## config.mk

```make
export PLATFORM = sky130hd
export DESIGN_NAME = awb_mul
export DESIGN_NICKNAME = d
export VERILOG_FILES = /design/src/hdl/awb_otp_gain_calc_defines.svh /design/src/hdl/awb_pkg.sv /design/src/hdl/awb_mul.sv
export SDC_FILE = /design/constraint.sdc
export NUM_CORES = 2
export LEC_CHECK = 0
export ABC_AREA = 0
export BUFFER_PORTS_ARGS = -buffer_cell sky130_fd_sc_hd__buf_2
export CAP_MARGIN = 40
export CORE_UTILIZATION = 57
export DETAILED_ROUTE_END_ITERATION = 12
export HOLD_SLACK_MARGIN = 0.02
export PLACE_DENSITY = 0.88
export SYNTH_ARGS = -nofsm -noshare
export SYNTH_HDL_FRONTEND = slang
export SYNTH_SLANG_ARGS = --single-unit
```

## constraint.sdc

```tcl
create_clock -name clk -period 5.8 [get_ports clk]
set_input_delay 0.87 -clock clk [delete_from_list [all_inputs] [get_ports clk]]
set_output_delay 0.87 -clock clk [all_outputs]
set_load 0.02 [all_outputs]
```

## src/hdl/awb_otp_gain_calc_defines.svh

```systemverilog
// Assertion macros for the white-balance gain calculation block.
// Each macro expects clk and arst_n in the scope where it is used.
`ifndef AWB_OTP_GAIN_CALC_DEFINES_SVH
`define AWB_OTP_GAIN_CALC_DEFINES_SVH

`ifndef SYNTHESIS
`define AWB_ASSERT_SAME(lbl, ante, cons, msg) \
	lbl: assert property (@(posedge clk) disable iff (!arst_n) (ante) |-> (cons)) \
		else $error(msg);
`define AWB_ASSERT_NEXT(lbl, ante, cons, msg) \
	lbl: assert property (@(posedge clk) disable iff (!arst_n) (ante) |=> (cons)) \
		else $error(msg);
`else
`define AWB_ASSERT_SAME(lbl, ante, cons, msg)
`define AWB_ASSERT_NEXT(lbl, ante, cons, msg)
`endif

`endif

```

## src/hdl/awb_pkg.sv

```systemverilog
package awb_pkg;

	localparam int FW = 16;
	localparam int UNITY_GAIN_DEF = 256;
	localparam logic [FW-1:0] GAIN_MAX = 16'hFFFF;

	localparam logic [FW-1:0] RST_EXP_ID   = 16'h0001;
	localparam logic [FW-1:0] RST_TYP_RED  = 16'h0246;
	localparam logic [FW-1:0] RST_TYP_BLUE = 16'h0261;

	typedef enum logic [1:0] {
		REG_EXP_ID   = 2'd0,
		REG_TYP_RED  = 2'd1,
		REG_TYP_BLUE = 2'd2
	} cfg_reg_t;

	typedef enum logic [1:0] {
		ST_OK          = 2'd0,
		ST_ID_MISMATCH = 2'd1,
		ST_ZERO_RATIO  = 2'd2
	} status_t;

	// sideband carried through the first divider pair
	typedef struct packed {
		logic [FW-1:0] mr;
		logic [FW-1:0] mb;
		logic [FW-1:0] tr;
		logic [FW-1:0] tb;
		status_t       status;
		logic          mb_lt;
		logic          mr_lt;
	} side1_t;

	// sideband carried through the second divider pair
	typedef struct packed {
		logic [FW-1:0] g_gain;
		status_t       status;
		logic          pin_r;
		logic          pin_b;
	} side2_t;

endpackage

```

## src/hdl/awb_mul.sv

```systemverilog
module awb_mul #(
	parameter int UNITY_GAIN = awb_pkg::UNITY_GAIN_DEF,
	parameter int PW = 25
) (
	input  logic                          clk,
	input  logic                          arst_n,
	input  logic                          en,
	input  logic                          in_valid,
	input  logic [1:0][PW-1:0]            q,
	input  awb_pkg::side1_t               side_in,
	output logic                          out_valid,
	output logic [1:0][PW+awb_pkg::FW-1:0] num,
	output logic [1:0][awb_pkg::FW-1:0]   den,
	output awb_pkg::side2_t               side_out
);

	localparam int NW = PW + awb_pkg::FW;
	localparam logic [PW-1:0] UNITY_P = PW'(UNITY_GAIN);

	logic [PW-1:0] xr, xb, g;
	logic          pin_r, pin_b;
	logic [awb_pkg::FW-1:0] g_clamp;

	logic                   v_s1;
	logic [PW-1:0]          xr_s1, xb_s1;
	logic [awb_pkg::FW-1:0] tr_s1, tb_s1, mr_s1, mb_s1;
	awb_pkg::side2_t        side_s1;

	logic                   v_s2;
	logic [1:0][NW-1:0]     num_s2;
	logic [1:0][awb_pkg::FW-1:0] den_s2;
	awb_pkg::side2_t        side_s2;

	// q[0] is the red-derived green gain, q[1] the blue-derived one
	always_comb begin
		xr    = UNITY_P;
		xb    = UNITY_P;
		g     = UNITY_P;
		pin_r = 1'b0;
		pin_b = 1'b0;
		if (side_in.mb_lt && side_in.mr_lt) begin
			g = UNITY_P;
		end else if (side_in.mb_lt) begin
			pin_r = 1'b1;
			g     = q[0];
			xb    = q[0];
		end else if (side_in.mr_lt) begin
			pin_b = 1'b1;
			g     = q[1];
			xr    = q[1];
		end else if (q[1] > q[0]) begin
			pin_b = 1'b1;
			g     = q[1];
			xr    = q[1];
		end else begin
			pin_r = 1'b1;
			g     = q[0];
			xb    = q[0];
		end
	end

	always_comb begin
		if (g > PW'(awb_pkg::GAIN_MAX)) begin
			g_clamp = awb_pkg::GAIN_MAX;
		end else if (g < UNITY_P) begin
			g_clamp = awb_pkg::FW'(UNITY_GAIN);
		end else begin
			g_clamp = g[awb_pkg::FW-1:0];
		end
	end

	always_ff @(posedge clk or negedge arst_n) begin
		if (!arst_n) begin
			v_s1 <= 1'b0;
			v_s2 <= 1'b0;
		end else if (en) begin
			v_s1 <= in_valid;
			v_s2 <= v_s1;
		end
	end

	always_ff @(posedge clk) begin
		if (en) begin
			xr_s1          <= xr;
			xb_s1          <= xb;
			tr_s1          <= side_in.tr;
			tb_s1          <= side_in.tb;
			mr_s1          <= side_in.mr;
			mb_s1          <= side_in.mb;
			side_s1.g_gain <= g_clamp;
			side_s1.status <= side_in.status;
			side_s1.pin_r  <= pin_r;
			side_s1.pin_b  <= pin_b;

			num_s2[0] <= NW'(xr_s1) * NW'(tr_s1);
			num_s2[1] <= NW'(xb_s1) * NW'(tb_s1);
			den_s2[0] <= mr_s1;
			den_s2[1] <= mb_s1;
			side_s2   <= side_s1;
		end
	end

	assign out_valid = v_s2;
	assign num       = num_s2;
	assign den       = den_s2;
	assign side_out  = side_s2;

endmodule
```

==> results.md <==
* Status: finished with violations
* Violated checks: negative setup slack
* Tmin final at 6.55 ns
* Area growth syn-to-layout at 25.1%
* Hpwl dp at just over 70000 um
* Worst-Margin Slew at 0.892 ns
* #FFs+latches synth at 270
* Post-Syn Instances at 3403
* Initial drt markers at roughly 2100
* Synth Cell Area at 34800 um2
* CTS buffer count at 34
* Final net count at 5070
* Synth top area share at 36.8%
* CP max FO at 6
* Syn Area/Cell at 10.2 um2
* Routed wire length at 97800 um
* Fraction of layout cells with a size suffix above 1 at 27.1%
* Core footprint at 60400 um2
* FF-to-FF setup slack at -0.75 ns
* Chip height at 249 um
* Die area at 62100 um2
* Critical path type: flip-flop to flip-flop
* Worst setup SP type: flip-flop
* Highest clock rate at 0.153 GHz
* Ys async rst share at less than 1%
* CTS root buffer: clkbuf_16
* RSZ-0062 raised after global routing: yes
* Critical Path AT at 6.94 ns
* Initial core utilization at 57.7%
* Antenna Nets Post-Route at 0
* Remaining Overflow, GRT at 0
* Yosys top cell by area: fa_1
* Netlist cell types at 72
* R2r worst-path depth at 22
* Worst skew pair latency at around 0.58 ns
* Placement Rows at 90
* RR Endpoint: num[39]
* Port Buf Inserts at 256
* Slew Viols, Final at 0
* Largest cells by area after synthesis: fa_1 37%, edfxtp_1 23%, ha_1 9.0%
* Vias in the first global route at approximately 30000
* Final hold violation count at 0
* Syn Nets at 4416
* Routed wire length per instance at 20.1 um
* HP Class: primary input to asynchronous set/reset pin
* Clock tree buffer depth at 3
* Number of synthesis warnings at 0
* Post-DR vias/cell at between 5 and 6
* Clock skew at 0.0450 ns
* Final Util at around 72%
* Register area share after synthesis at between 20% and 30%
* First-pass GRT wire length at 153000 um
* Critical R2R Launch: xr_s1[16]
* Total negative slack at -20.50 ns
* Setup crit end: num[39]
* Largest net degree at the start of global routing at 95
* CTS tree: yes
* Crit share post-route at 113%
* Final worst slack at -0.752 ns
* CTS sink count at 270
* 1st-pass router iterations at 5
* Post-cts hold buffer count at 0
* Routability Congestion at between 0.9 and 1
* Final setup vio count at 48
* Die Span X at 249 um
* Remaining DRCs at 0
* Total GRT Usage at 31.6%
* Max Cap Viol at 0
* Clock Pin Slew Worst Setup and Hold Paths at about 0.06 ns
* Vias at around 27000
* Leading register cell type out of synthesis: edfxtp_1
* Crit path from: xr_s1[16]
* Fillcell total at 3853
* Worst Path Required at just over 6 ns
* Antenna violations before repair at 8
* Max transition margin at 40.6%
* Critical Path End Type: flip-flop
* Number of flops mapped to enable cells by yosys at roughly 270
* H-tree level count at 2
* I/O pin cnt at 257
[metrics by stage]
stage | worst slack [ns] | std cells | cell area [um2] | hold slack (ns)
after global placement | -0.643 | 4670 | 39900 | 0.401
final | -0.752 | 4868 | 43500 | 0.0972
after detailed placement | -0.768 | 4670 | 39900 | 0.405
after global routing | -1.04 | 4865 | 43500 | 0.0685
after CTS | -0.626 | 4814 | 42500 | 0.0647
after floorplan | -0.265 | 3403 | 35400 | 0.400
[flip-flops by register name, summed over array words and instances (netlist names)]
register / cells
den: 32
mb_s1: 16
mr_s1: 16
num: 82
out_valid: 1
side_out: 20
side_s1: 20
tb_s1: 16
tr_s1: 16
v_s1: 1
xb_s1: 25
xr_s1: 25
[what timing repair did]
item | 4_1_cts | 5_1_grt
setup endpoints to repair | 49 | 54
cloned | 0 | 1
setup buffers | 85 | 60
pin swaps | 130 | 142
endpoints found under the hold margin | 0 | 0
gates resized for setup | 217 | 174
[Yosys cell counts, types with 2 or more instances]
cell / instances
nand4_1: 10
a21o_1: 48
o31ai_1: 5
edfxtp_1: 268
nand2b_1: 6
mux2_2: 2
fa_1: 640
ha_1: 251
o211ai_1: 5
nand2_1: 507
clkbuf_1: 129
o21bai_1: 12
nand3_1: 24
xor2_1: 24
o2111ai_1: 4
dfrtp_1: 2
a21oi_1: 72
a41oi_1: 4
and3_1: 7
a211oi_1: 7
a31o_2: 3
o31a_1: 3
and2_1: 388
or2b_2: 2
o311ai_0: 2
nor3_1: 17
a31oi_1: 9
o21ai_0: 28
a221oi_1: 2
o21a_1: 14
a311oi_1: 2
nor2_1: 36
nor4_1: 8
a211o_1: 4
nand4b_1: 2
inv_1: 749
xnor2_1: 45
or3_1: 3
nor2b_1: 9
a22oi_1: 9
or4_1: 8
o21ai_1: 3
[kinds of logic after synthesis]
group	count (synthesis)	share of synthesized area, %
XOR/XNOR	69	1.74
buffers and inverters	881	9.51
AND/OR/NAND/NOR	1035	14.7
multiplexers	3	0.0934
AO/OA/AOI/OAI	254	4.93
adder cells (fa/ha/maj)	891	45.8
flip-flops	270	23.3
[layer usage]
metal  GRT usage [%]  routed length, um  part of all wire (%)
met5               0                 78                 0.080
met1            39.4              35100                    36
met4            15.4               5760                   5.9
met3            6.47               9390                   9.6
met2            52.8              47400                    48
[worst min path at each step]
stage | end | from
finish | v_s1 | arst_n
global placement | den[4] | mr_s1[4]
detailed placement | den[15] | mr_s1[15]
CTS | v_s1 | arst_n
global route | v_s1 | arst_n
floorplan | den[0] | mr_s1[0]
[area by class of cell]
cell class	count	area [um2]	share of cell area, %
diodes	3	7.51	0.0172
well taps	782	978	2.25
inverters	749	2810	6.46
repair buffers	750	5610	12.9
multi-input cells	2252	24900	57.1
clock buffers	41	907	2.08
flip-flops and latches	270	8100	18.6
clock inverters	21	273	0.626
[critical path, cell delays in order, from the launching register on]
cell and delay (ns):
edfxtp_1 0.50, buf_4 0.19, nand2_1 0.16, fa_1 0.48
fa_1 0.51, fa_1 0.42, fa_1 0.49, inv_1 0.05
fa_1 0.53, inv_1 0.05, fa_1 0.49, inv_1 0.07
ha_4 0.22, buf_4 0.16, a2111oi_4 0.31, o21ai_2 0.12
a41oi_4 0.22, o21ai_2 0.11, or3b_1 0.38, o211a_1 0.23
o21a_1 0.20, o21a_1 0.21, o311ai_2 0.27
[cells in the final DEF (no fill, tap or decap), drive strengths merged, types with 5 or more instances in the layout]
master / instances
xnor2: 45
nand2: 507
nor3: 18
and3: 7
clkinv: 10
ha: 251
o21a: 14
nand2b: 6
clkbuf: 43
a21o: 49
or4: 8
o211ai: 5
inv: 755
o21bai: 12
fa: 640
nor2: 36
nor2b: 9
edfxtp: 268
xor2: 24
nor4: 8
a211oi: 7
o31ai: 5
and2: 388
a21oi: 73
a22oi: 9
buf: 748
nand3: 24
o21ai: 31
a31oi: 9
nand4: 10
Power is left out: the tool's default activity adds up to more than one toggle a clock period on the data nets, which glitch-free logic cannot reach.
